<file path="src/sv/spsg_pkg.sv">
// Shared types and constants of the H.264 SPS geometry parser.
// No dependencies; imported by the top level.
package spsg_pkg;

  // Syntax element sequence of the SPS walk
  typedef enum logic [6:0] {
    ST_PROFILE, ST_CONSTR, ST_LEVEL, ST_SPSID, ST_CHROMA, ST_SEPARATE, ST_DEPTHL,
    ST_DEPTHC, ST_BYPASS, ST_MATRIX, ST_LISTFLAG, ST_DELTA, ST_LOG2FN, ST_POCTYPE,
    ST_POCLSB, ST_DPOAZ, ST_OFFNR, ST_OFFTB, ST_NCYC, ST_CYC, ST_MAXREF, ST_GAPS,
    ST_WMBS, ST_HMAP, ST_FMO, ST_MBAFF, ST_D8, ST_CROP, ST_CL, ST_CR, ST_CT, ST_CB,
    ST_VUI, ST_AR, ST_ARIDC, ST_SAR, ST_OVS, ST_OVA, ST_VST, ST_VFMT, ST_CDP, ST_CD,
    ST_CLOC, ST_CLT, ST_CLB, ST_TIM, ST_UNITS, ST_SCALE, ST_DONE
  } step_t;

  // Element decode mode: fixed field, exp-Golomb prefix, exp-Golomb suffix
  typedef enum logic [1:0] {K_FIXED, K_PREFIX, K_SUFFIX} kind_t;

  localparam int unsigned RATE_OUT_W   = 48;
  localparam logic [7:0]  ARIDC_EXT_SAR = 8'd255;
  localparam logic [5:0]  MAX_ZERO_RUN  = 6'd31;
  localparam logic [31:0] CHROMA_444    = 32'd3;

  // Fixed field width per element; zero marks an exp-Golomb code
  function automatic logic [5:0] step_width(step_t s);
    logic [5:0] w;
    case (s)
      ST_PROFILE, ST_CONSTR, ST_LEVEL, ST_ARIDC: w = 6'd8;
      ST_SAR, ST_UNITS, ST_SCALE:                w = 6'd32;
      ST_CD:                                     w = 6'd24;
      ST_VFMT:                                   w = 6'd4;
      ST_SEPARATE, ST_BYPASS, ST_MATRIX, ST_LISTFLAG, ST_DPOAZ, ST_GAPS, ST_FMO,
      ST_MBAFF, ST_D8, ST_CROP, ST_VUI, ST_AR, ST_OVS, ST_OVA, ST_VST, ST_CDP,
      ST_CLOC, ST_TIM:                           w = 6'd1;
      default:                                   w = 6'd0;
    endcase
    return w;
  endfunction

  // Profiles that carry chroma format and scaling matrices
  function automatic logic high_profile(logic [7:0] p);
    logic h;
    case (p)
      8'd100, 8'd110, 8'd122, 8'd244, 8'd44, 8'd83, 8'd86, 8'd118,
      8'd128, 8'd134, 8'd135, 8'd138, 8'd139: h = 1'b1;
      default:                                h = 1'b0;
    endcase
    return h;
  endfunction

endpackage

</file>
<file path="src/sv/spsg_div.sv">
// Restoring divider, one quotient bit per cycle.
// Standalone; used by the SPS parser for the frame rate quotient.
module spsg_div #(
  parameter int unsigned NUM_W = 48,
  parameter int unsigned DEN_W = 33
) (
  input  logic             clk,
  input  logic             rst_n,
  input  logic             start,
  input  logic [NUM_W-1:0] num,
  input  logic [DEN_W-1:0] den,
  output logic             done,
  output logic [NUM_W-1:0] quot
);

  localparam int unsigned CNT_W = $clog2(NUM_W + 1);

  logic             active_r, active_nxt;
  logic             done_r, done_nxt;
  logic [CNT_W-1:0] cnt_r, cnt_nxt;
  logic [DEN_W-1:0] rem_r, rem_nxt;
  logic [DEN_W-1:0] den_r, den_nxt;
  logic [NUM_W-1:0] quo_r, quo_nxt;
  logic [DEN_W:0]   rem_sh;

  always_comb begin
    active_nxt = active_r;
    done_nxt   = 1'b0;
    cnt_nxt    = cnt_r;
    rem_nxt    = rem_r;
    den_nxt    = den_r;
    quo_nxt    = quo_r;
    rem_sh     = {rem_r, quo_r[NUM_W-1]};
    if (start) begin
      active_nxt = 1'b1;
      cnt_nxt    = CNT_W'(NUM_W);
      rem_nxt    = '0;
      den_nxt    = den;
      quo_nxt    = num;
    end else if (active_r) begin
      // shift in the next dividend bit, subtract when it fits
      if (rem_sh >= {1'b0, den_r}) begin
        rem_nxt = DEN_W'(rem_sh - {1'b0, den_r});
        quo_nxt = {quo_r[NUM_W-2:0], 1'b1};
      end else begin
        rem_nxt = rem_sh[DEN_W-1:0];
        quo_nxt = {quo_r[NUM_W-2:0], 1'b0};
      end
      cnt_nxt = cnt_r - CNT_W'(1);
      if (cnt_r == CNT_W'(1)) begin
        active_nxt = 1'b0;
        done_nxt   = 1'b1;
      end
    end
  end

  always_ff @(posedge clk) begin
    if (!rst_n) begin
      active_r <= 1'b0;
      done_r   <= 1'b0;
      cnt_r    <= '0;
    end else begin
      active_r <= active_nxt;
      done_r   <= done_nxt;
      cnt_r    <= cnt_nxt;
    end
    rem_r <= rem_nxt;
    den_r <= den_nxt;
    quo_r <= quo_nxt;
  end

  assign done = done_r;
  assign quot = quo_r;

endmodule

</file>
<file path="src/sv/h264_sps_geometry_parser.sv">
// H.264 SPS geometry parser: walks SPS RBSP syntax one bit per cycle while a byte is held.
// Depends on spsg_pkg and spsg_div.
// The bit walker shifts out each byte and takes the next one on its last bit.
// After the last byte: the evaluation state, the divider state when timing is present
// and the parse is ok, then a result load once the output is free; input waits until then.
// Synchronous active-low reset returns the walker to the start of an SPS.
module h264_sps_geometry_parser #(
  parameter int unsigned RATE_FRAC_BITS = 16
) (
  input  logic         clk,
  input  logic         rst_n,
  input  logic         in_tvalid,
  output logic         in_tready,
  input  logic [7:0]   in_tdata,   // [7:0] data_byte
  input  logic         in_tlast,   // last_byte
  output logic         out_tvalid,
  input  logic         out_tready,
  // [0] parse_ok, [32:1] pic_width, [64:33] pic_height, [65] interlaced,
  // [66] rate_present, [114:67] frame_rate_q16, [119:115] zero
  output logic [119:0] out_tdata
);
  import spsg_pkg::*;

  localparam int unsigned NUM_W = 32 + RATE_FRAC_BITS;
  localparam int unsigned DEN_W = 33;

  typedef enum logic [2:0] {S_IDLE, S_BITS, S_EVAL, S_DIV, S_OUT} state_t;

  typedef struct packed {
    logic [47:0] rate;
    logic        rate_present;
    logic        interlaced;
    logic [31:0] height;
    logic [31:0] width;
    logic        ok;
  } result_t;

  state_t      state_r, state_nxt;
  logic [7:0]  byte_r, byte_nxt;
  logic        last_r, last_nxt;
  logic [2:0]  bit_cnt_r, bit_cnt_nxt;
  logic        out_valid_r, out_valid_nxt;
  result_t     res_r, res_nxt;

  step_t       step_r, step_nxt;
  kind_t       kind_r, kind_nxt;
  logic [5:0]  zrun_r, zrun_nxt;
  logic [31:0] acc_r, acc_nxt;
  logic [5:0]  left_r, left_nxt;
  logic [7:0]  profile_r, profile_nxt;
  logic [31:0] chroma_r, chroma_nxt;
  logic        sep_r, sep_nxt;
  logic [31:0] loop_r, loop_nxt;
  logic [7:0]  slast_r, slast_nxt;
  logic [3:0]  list_r, list_nxt;
  logic [31:0] width_r, width_nxt;
  logic [31:0] height_r, height_nxt;
  logic        frame_r, frame_nxt;
  logic [31:0] tick_r, tick_nxt;
  logic [31:0] scale_r, scale_nxt;
  logic        failed_r, failed_nxt;

  logic             dv_start, dv_done;
  logic [NUM_W-1:0] dv_quot;
  logic [63:0]      q64;

  logic        in_acc, out_free, bit_in, cplt, next_list, ok_now;
  logic [31:0] acc_new, cval, loop_inc;
  logic [5:0]  left_dec, wid;
  logic [7:0]  d8, sn8;
  logic [1:0]  sh_y;
  logic        sh_x;
  step_t       tgt;

  assign in_tready = (state_r == S_IDLE) || (state_r == S_BITS && bit_cnt_r == 3'd7 && !last_r);
  assign in_acc    = in_tvalid && in_tready;
  assign out_free  = !out_valid_r || out_tready;
  assign ok_now    = !failed_r && step_r == ST_DONE;
  assign dv_start  = (state_r == S_EVAL) && ok_now && tick_r != 32'd0;
  assign q64       = 64'(dv_quot);

  always_comb begin
    state_nxt = state_r; byte_nxt = byte_r; last_nxt = last_r; bit_cnt_nxt = bit_cnt_r;
    out_valid_nxt = out_valid_r; res_nxt = res_r;
    step_nxt = step_r; kind_nxt = kind_r; zrun_nxt = zrun_r; acc_nxt = acc_r;
    left_nxt = left_r; profile_nxt = profile_r; chroma_nxt = chroma_r; sep_nxt = sep_r;
    loop_nxt = loop_r; slast_nxt = slast_r; list_nxt = list_r; width_nxt = width_r;
    height_nxt = height_r; frame_nxt = frame_r; tick_nxt = tick_r; scale_nxt = scale_r;
    failed_nxt = failed_r;
    bit_in = byte_r[7];
    cplt = 1'b0; next_list = 1'b0; cval = '0; tgt = ST_DONE;
    acc_new  = {acc_r[30:0], bit_in};
    left_dec = left_r - 6'd1;
    loop_inc = loop_r + 32'd1;
    d8 = '0; sn8 = '0; wid = '0;
    sh_x = !(sep_r || chroma_r == 32'd0) && (chroma_r == 32'd1 || chroma_r == 32'd2);
    sh_y = 2'(!sep_r && chroma_r == 32'd1) + 2'(!frame_r);

    if (out_valid_r && out_tready) out_valid_nxt = 1'b0;

    case (state_r)
      S_IDLE: begin
        if (in_acc) begin
          byte_nxt = in_tdata; last_nxt = in_tlast; bit_cnt_nxt = '0;
          state_nxt = S_BITS;
        end
      end
      S_BITS: begin
        byte_nxt    = {byte_r[6:0], 1'b0};
        bit_cnt_nxt = bit_cnt_r + 3'd1;
        if (bit_cnt_r == 3'd7) begin
          if (last_r) state_nxt = S_EVAL;
          else if (in_acc) begin
            byte_nxt = in_tdata; last_nxt = in_tlast; bit_cnt_nxt = '0;
          end else state_nxt = S_IDLE;
        end
        // one syntax bit
        if (!failed_r && step_r != ST_DONE) begin
          if (kind_r == K_PREFIX) begin
            if (!bit_in) begin
              zrun_nxt = zrun_r + 6'd1;
              if (zrun_r == MAX_ZERO_RUN) failed_nxt = 1'b1;
            end else if (zrun_r == 6'd0) begin
              cplt = 1'b1;
            end else begin
              left_nxt = zrun_r; acc_nxt = '0; kind_nxt = K_SUFFIX;
            end
          end else begin
            acc_nxt = acc_new; left_nxt = left_dec;
            if (left_dec == 6'd0) begin
              cplt = 1'b1;
              cval = (kind_r == K_SUFFIX) ? ~(32'hFFFF_FFFF << zrun_r[4:0]) + acc_new
                                          : acc_new;
            end
          end
        end
        if (cplt) begin
          tgt = step_t'(7'(step_r + 7'd1));
          case (step_r)
            ST_PROFILE: profile_nxt = cval[7:0];
            ST_SPSID:   tgt = high_profile(profile_r) ? ST_CHROMA : ST_LOG2FN;
            ST_CHROMA: begin
              chroma_nxt = cval;
              tgt = (cval == CHROMA_444) ? ST_SEPARATE : ST_DEPTHL;
            end
            ST_SEPARATE: sep_nxt = cval[0];
            ST_MATRIX: begin
              if (cval != 32'd0) begin list_nxt = '0; tgt = ST_LISTFLAG; end
              else tgt = ST_LOG2FN;
            end
            ST_LISTFLAG: begin
              if (cval != 32'd0) begin
                loop_nxt = '0; slast_nxt = 8'd8; tgt = ST_DELTA;
              end else next_list = 1'b1;
            end
            ST_DELTA: begin
              d8  = cval[0] ? cval[8:1] + 8'd1 : 8'd0 - cval[8:1];
              sn8 = slast_r + d8;
              if (sn8 != 8'd0) slast_nxt = sn8;
              loop_nxt = loop_inc;
              if (sn8 == 8'd0 || loop_inc >= ((list_r < 4'd6) ? 32'd16 : 32'd64))
                next_list = 1'b1;
              else tgt = ST_DELTA;
            end
            ST_POCTYPE: tgt = (cval == 32'd0) ? ST_POCLSB :
                              (cval == 32'd1) ? ST_DPOAZ : ST_MAXREF;
            ST_POCLSB: tgt = ST_MAXREF;
            ST_NCYC: begin
              loop_nxt = cval; tgt = (cval != 32'd0) ? ST_CYC : ST_MAXREF;
            end
            ST_CYC: begin
              loop_nxt = loop_r - 32'd1;
              tgt = (loop_r != 32'd1) ? ST_CYC : ST_MAXREF;
            end
            ST_WMBS: width_nxt  = (cval + 32'd1) << 4;
            ST_HMAP: height_nxt = (cval + 32'd1) << 4;
            ST_FMO: begin
              frame_nxt = cval[0];
              if (!cval[0]) height_nxt = height_r << 1;
              tgt = cval[0] ? ST_D8 : ST_MBAFF;
            end
            ST_CROP:      tgt = (cval != 32'd0) ? ST_CL : ST_VUI;
            ST_CL, ST_CR: width_nxt  = width_r - (cval << sh_x);
            ST_CT, ST_CB: height_nxt = height_r - (cval << sh_y);
            ST_VUI:   tgt = (cval != 32'd0) ? ST_AR : ST_DONE;
            ST_AR:    tgt = (cval != 32'd0) ? ST_ARIDC : ST_OVS;
            ST_ARIDC: tgt = (cval[7:0] == ARIDC_EXT_SAR && cval[31:8] == 24'd0)
                            ? ST_SAR : ST_OVS;
            ST_OVS:   tgt = (cval != 32'd0) ? ST_OVA : ST_VST;
            ST_VST:   tgt = (cval != 32'd0) ? ST_VFMT : ST_CLOC;
            ST_CDP:   tgt = (cval != 32'd0) ? ST_CD : ST_CLOC;
            ST_CLOC:  tgt = (cval != 32'd0) ? ST_CLT : ST_TIM;
            ST_TIM:   tgt = (cval != 32'd0) ? ST_UNITS : ST_DONE;
            ST_UNITS: tick_nxt = cval;
            ST_SCALE: begin scale_nxt = cval; tgt = ST_DONE; end
            ST_SAR:   tgt = ST_OVS;
            ST_OVA:   tgt = ST_VST;
            ST_CD:    tgt = ST_CLOC;
            ST_CLB:   tgt = ST_TIM;
            default:  tgt = step_t'(7'(step_r + 7'd1));
          endcase
          if (next_list) begin
            list_nxt = list_r + 4'd1;
            tgt = ((list_r + 4'd1) < ((chroma_r == CHROMA_444) ? 4'd12 : 4'd8))
                  ? ST_LISTFLAG : ST_LOG2FN;
          end
          // start the next element
          wid = step_width(tgt);
          step_nxt = tgt; acc_nxt = '0; zrun_nxt = '0;
          if (tgt != ST_DONE) begin
            left_nxt = wid;
            kind_nxt = (wid != 6'd0) ? K_FIXED : K_PREFIX;
          end
        end
      end
      S_EVAL:  state_nxt = dv_start ? S_DIV : S_OUT;
      S_DIV:   if (dv_done) state_nxt = S_OUT;
      S_OUT: begin
        if (out_free) begin
          res_nxt = '0;
          if (ok_now) begin
            res_nxt.ok = 1'b1; res_nxt.width = width_r; res_nxt.height = height_r;
            res_nxt.interlaced = !frame_r;
            if (tick_r != 32'd0) begin
              res_nxt.rate_present = 1'b1;
              res_nxt.rate = (q64[63:RATE_OUT_W] != '0) ? '1 : q64[RATE_OUT_W-1:0];
            end
          end
          out_valid_nxt = 1'b1;
          // back to the start of an SPS
          step_nxt = ST_PROFILE; kind_nxt = K_FIXED; zrun_nxt = '0; acc_nxt = '0;
          left_nxt = step_width(ST_PROFILE); profile_nxt = '0; chroma_nxt = 32'd1;
          sep_nxt = 1'b0; loop_nxt = '0; slast_nxt = 8'd8; list_nxt = '0;
          width_nxt = '0; height_nxt = '0; frame_nxt = 1'b0; tick_nxt = '0;
          scale_nxt = '0; failed_nxt = 1'b0;
          state_nxt = S_IDLE;
        end
      end
      default: state_nxt = S_IDLE;
    endcase
  end

  always_ff @(posedge clk) begin
    if (!rst_n) begin
      state_r <= S_IDLE; bit_cnt_r <= '0; last_r <= 1'b0; out_valid_r <= 1'b0;
      step_r <= ST_PROFILE; kind_r <= K_FIXED; zrun_r <= '0; acc_r <= '0;
      left_r <= step_width(ST_PROFILE); profile_r <= '0; chroma_r <= 32'd1;
      sep_r <= 1'b0; loop_r <= '0; slast_r <= 8'd8; list_r <= '0;
      width_r <= '0; height_r <= '0; frame_r <= 1'b0; tick_r <= '0;
      scale_r <= '0; failed_r <= 1'b0;
    end else begin
      state_r <= state_nxt; bit_cnt_r <= bit_cnt_nxt; last_r <= last_nxt;
      out_valid_r <= out_valid_nxt;
      step_r <= step_nxt; kind_r <= kind_nxt; zrun_r <= zrun_nxt; acc_r <= acc_nxt;
      left_r <= left_nxt; profile_r <= profile_nxt; chroma_r <= chroma_nxt;
      sep_r <= sep_nxt; loop_r <= loop_nxt; slast_r <= slast_nxt; list_r <= list_nxt;
      width_r <= width_nxt; height_r <= height_nxt; frame_r <= frame_nxt;
      tick_r <= tick_nxt; scale_r <= scale_nxt; failed_r <= failed_nxt;
    end
    byte_r <= byte_nxt;
    res_r  <= res_nxt;
  end

  spsg_div #(.NUM_W(NUM_W), .DEN_W(DEN_W)) u_div (
    .clk   (clk),
    .rst_n (rst_n),
    .start (dv_start),
    .num   (NUM_W'(scale_r) << RATE_FRAC_BITS),
    .den   ({1'b0, tick_r} << 1),
    .done  (dv_done),
    .quot  (dv_quot)
  );

  assign out_tvalid = out_valid_r;
  assign out_tdata  = {5'd0, res_r};

  a_fail_sticky: assert property (@(posedge clk) disable iff (!rst_n)
    (failed_r && state_r != S_OUT) |=> failed_r)
    else $error("failure flag dropped mid-SPS");
  a_div_done_state: assert property (@(posedge clk) disable iff (!rst_n)
    dv_done |-> state_r == S_DIV)
    else $error("divider finished outside divide phase");
  a_fail_clean: assert property (@(posedge clk) disable iff (!rst_n)
    (out_valid_r && !res_r.ok) |-> (res_r.width == 32'd0 && !res_r.rate_present))
    else $error("failed result carries data");
  a_no_rate: assert property (@(posedge clk) disable iff (!rst_n)
    (out_valid_r && !res_r.rate_present) |-> res_r.rate == '0)
    else $error("rate without timing");
  a_load_free: assert property (@(posedge clk) disable iff (!rst_n)
    (state_r == S_OUT && !out_free) |=> (state_r == S_OUT))
    else $error("result stage left while output blocked");

endmodule

</file>
<file path="config.mk">
export PLATFORM = sky130hd
export DESIGN_NAME = h264_sps_geometry_parser
export DESIGN_NICKNAME = d
export VERILOG_FILES = /design/src/sv/spsg_pkg.sv /design/src/sv/spsg_div.sv /design/src/sv/h264_sps_geometry_parser.sv
export SDC_FILE = /design/constraint.sdc
export NUM_CORES = 2
export LEC_CHECK = 0
export BUFFER_PORTS_ARGS = -buffer_cell sky130_fd_sc_hd__buf_2
export CAP_MARGIN = 40
export CORE_MARGIN = 1
export CORE_UTILIZATION = 62
export CTS_BUF_LIST = sky130_fd_sc_hd__clkbuf_16
export DETAILED_ROUTE_END_ITERATION = 7
export GPL_ROUTABILITY_DRIVEN = 0
export GPL_TIMING_DRIVEN = 0
export PLACE_DENSITY = 0.76
export SLEW_MARGIN = 20
export SYNTH_ARGS = -nofsm -noshare
export SYNTH_HDL_FRONTEND = slang
export SYNTH_HIERARCHICAL = 1
export SYNTH_SLANG_ARGS = --single-unit
</file>
<file path="constraint.sdc">
create_clock -name clk -period 13 [get_ports clk]
set_clock_uncertainty 0.1 [all_clocks]
set_input_delay 1.3 -clock clk [delete_from_list [all_inputs] [get_ports clk]]
set_output_delay 1.3 -clock clk [all_outputs]
set_load 0.005 [all_outputs]
</file>
==> metrics.csv <==
metric;value;unit
start_kind;flip-flop;
p_comb_frac;0.187;
yosysTopAreaCell;dfxtp_1;
synth_edf_count;204;
critPathMaxFanout;11;
drc;0;
avgRoutedWirePerCell;21.9;microns
hold_viol_final;0;
cp_top_family;compound AO/OA/AOI/OAI gates;
grt_pass1_vias;30700;
slew_headroom;0.130;
grt_max_degree;69;
syn_avg_cell_area;8.37;sq um
path_depth;31;
critical_path_buf_inv_count;4;
timing.rr.end;height_r[31]$_SDFFE_PN0P_;
crit_path_end_kind;flip-flop;
clock_latency;650;ps
clock-sinks;520;
synth.ff_latch_count;520;
cp.required;13440;ps
fin_crit;8400;ps
reg2regPathDepth;31;
grt_pass1_wl;174000;microns
drt_iter0_markers;4652;
crit_top_cell;o21ai_0;
core_area;55300;sq um
nets;4593;
internal-power;2.89;mW
ys_seq_area_frac;0.357;
async_flop_share;0;
r2r_start;zrun_r[0]$_SDFFE_PN0P_;
seq_power_share;0.421;
cp.arrival;8840;ps
synth_flop_cell;dfxtp_1;
final.setup.tns;0;ps
p_leak;14.9;nW
cts-buffers-inserted;57;
netSwitchingFraction;0.299;
ios;135;
drive_gt1_frac;0.0970;
antenna_found_initial;8;
maxCapViolCount;0;
clock_path_buffers;3;
final_cell_mix;nand2_1 (533), dfxtp_1 (316), nor2_1 (295);
grt_usage;0.392;
hold_ws;356;ps
startpoint;zrun_r[0]$_SDFFE_PN0P_;
yosys.cell_types.count;122;
p_per_area;106;nW/um^2
fp.dieH;239;microns
yosys.area.top_type_share;0.181;
cts_hold_buf;0;
cts.clk_slew.worst_paths;60;ps
rsz0062_at_grt;no;
syn_inst;4167;
cts_tree;yes;
power_switching;1.23;mW
finalCritPeriodShare;0.646;
hp-class;reg -> reg;
finalSetupViolations;0;
drt_wl_total;114000;microns
area_delta_synth_final;11.2;%
ctsRootBufferMaster;clkbuf_16;
layout_commonest_cell;nand2_1;
clock.fmax;119;MHz
via_per_inst;6.48;
antenna_left;0;
dp_hpwl;85600;microns
grt_remaining_overflow;0;
status;completed;
pwr-share-clk;0.392;
crit_type;reg -> reg;
slew_viol_final;0;
die_area;57200;sq um
post_cts_resized;0;
yosysWarnings;6;
die_w;239;microns
endpoint;height_r[31]$_SDFFE_PN0P_;
worst_pin_slew;1310;ps
start_util;0.631;
post_cts_buffers;0;
htree_levels;2;
r2r_setup_slack;4600;ps
cp_slowest_cell;o41ai_1;
cp_slowest_stage_delay;570;ps
row_count;86;
synthesis.area;34900;sq um
synth_area_leaders;dfxtp_1 (18%), edfxtp_1 (18%), ha_1 (5.7%), nand2_1 (5.7%), a21oi_1 (3.5%);
firstDrtPassIters;7;
vdd_drop_max;0.114;mV
numPortBuffers;129;
vias;33800;
## sequential cells by signal, summed over array words and instances, names as in the netlist, 31 cells and up
name and cells:
out_tdata 115, u_div/den_r 33, scale_r 32, tick_r 32
height_r 32, width_r 32, u_div/quot 48, loop_r 32
chroma_r 32, u_div/rem_r 33, acc_r 31
## layout make-up
type | instances | area (sq um)
multi-input combinational | 3268 | 21000
fill | 4617 | 16500
sequential | 520 | 12500
clock buffer | 58 | 1450
buffer | 285 | 1160
timing repair buffer | 168 | 998
tap | 748 | 936
inverter | 115 | 437
clock inverter | 50 | 413
antenna | 2 | 5.00
## power groups by stage
stage	sequential [mW]	combinational (mW)	clock (mW)
floorplan	1.76	0.558	0
global placement	1.77	0.722	0
detailed placement	1.77	0.738	0
CTS	1.73	0.743	1.63
global route	1.74	0.831	1.69
finish	1.73	0.770	1.62
## cell usage after synthesis (13+ instances only)
library cell	instances
a211oi_1	44
a21boi_0	123
a21o_1	51
a21oi_1	245
a221oi_1	17
a22oi_1	86
a31oi_1	35
and2_1	171
and3_1	46
buf_1	14
buf_2	21
clkbuf_1	239
dfxtp_1	316
edfxtp_1	204
ha_1	160
inv_1	115
mux2_2	63
mux2i_1	71
nand2_1	533
nand2b_1	34
nand3_1	123
nand4_1	41
nor2_1	295
nor2b_1	142
nor3_1	113
nor4_1	47
o211ai_1	32
o21a_1	34
o21ai_0	224
o221ai_1	20
o22ai_1	26
o31ai_1	19
or2_2	13
or3_1	31
xnor2_1	95
xor2_1	58
## kinds of logic (layout without fill, tap and decap cells)
family          count (synthesis)  after routing  share of synthesized area
xor+xnor                      153            153                     0.0384
mux                           136            136                     0.0420
simple gates                 1664           1664                      0.237
buf+inv                       400            676                     0.0455
compound gates               1128           1128                      0.220
other cells                     1             24                   0.000108
fa+ha+maj                     165            165                     0.0603
flops                         520            520                      0.357
## layer usage
metal  up-vias  wire length [microns]  track usage  share of wire
li1      15600                      -            -              -
met3       388                  14500        0.102           0.13
met4         8                   6100        0.192          0.053
met1     15800                  46300        0.534           0.41
met2      2064                  47100        0.574           0.41
met5         -                     59            0        0.00052
## stage by stage
step	util	cells	setup WS, ps	power [mW]	cell area (sq um)
final	0.702	5214	4600	4.12	38800
after global routing	0.701	5212	4280	4.26	38800
after CTS	0.700	5203	4940	4.10	38700
after detailed placement	0.666	5095	5000	2.51	36800
after global placement	0.661	5065	1790	2.49	36500
after floorplan	-	4188	5870	2.32	35000
## how the worst min path moves through the flow
stage / from / endpoint / slack [ps] / cells after the start
2_1_floorplan: tick_r[16]$_SDFFE_PN0P_ / u_div/den_r[17]$_DFFE_PP_ / 330 / 0
3_3_place_gp: tick_r[27]$_SDFFE_PN0P_ / u_div/den_r[28]$_DFFE_PP_ / 340 / 0
3_5_place_dp: tick_r[12]$_SDFFE_PN0P_ / u_div/den_r[13]$_DFFE_PP_ / 350 / 0
4_1_cts: tick_r[31]$_SDFFE_PN0P_ / u_div/den_r[32]$_DFFE_PP_ / 360 / 0
5_1_grt: tick_r[4]$_SDFFE_PN0P_ / u_div/den_r[5]$_DFFE_PP_ / 380 / 0
6_report: tick_r[27]$_SDFFE_PN0P_ / u_div/den_r[28]$_DFFE_PP_ / 360 / 0
(Power assumes the default switching activity.)
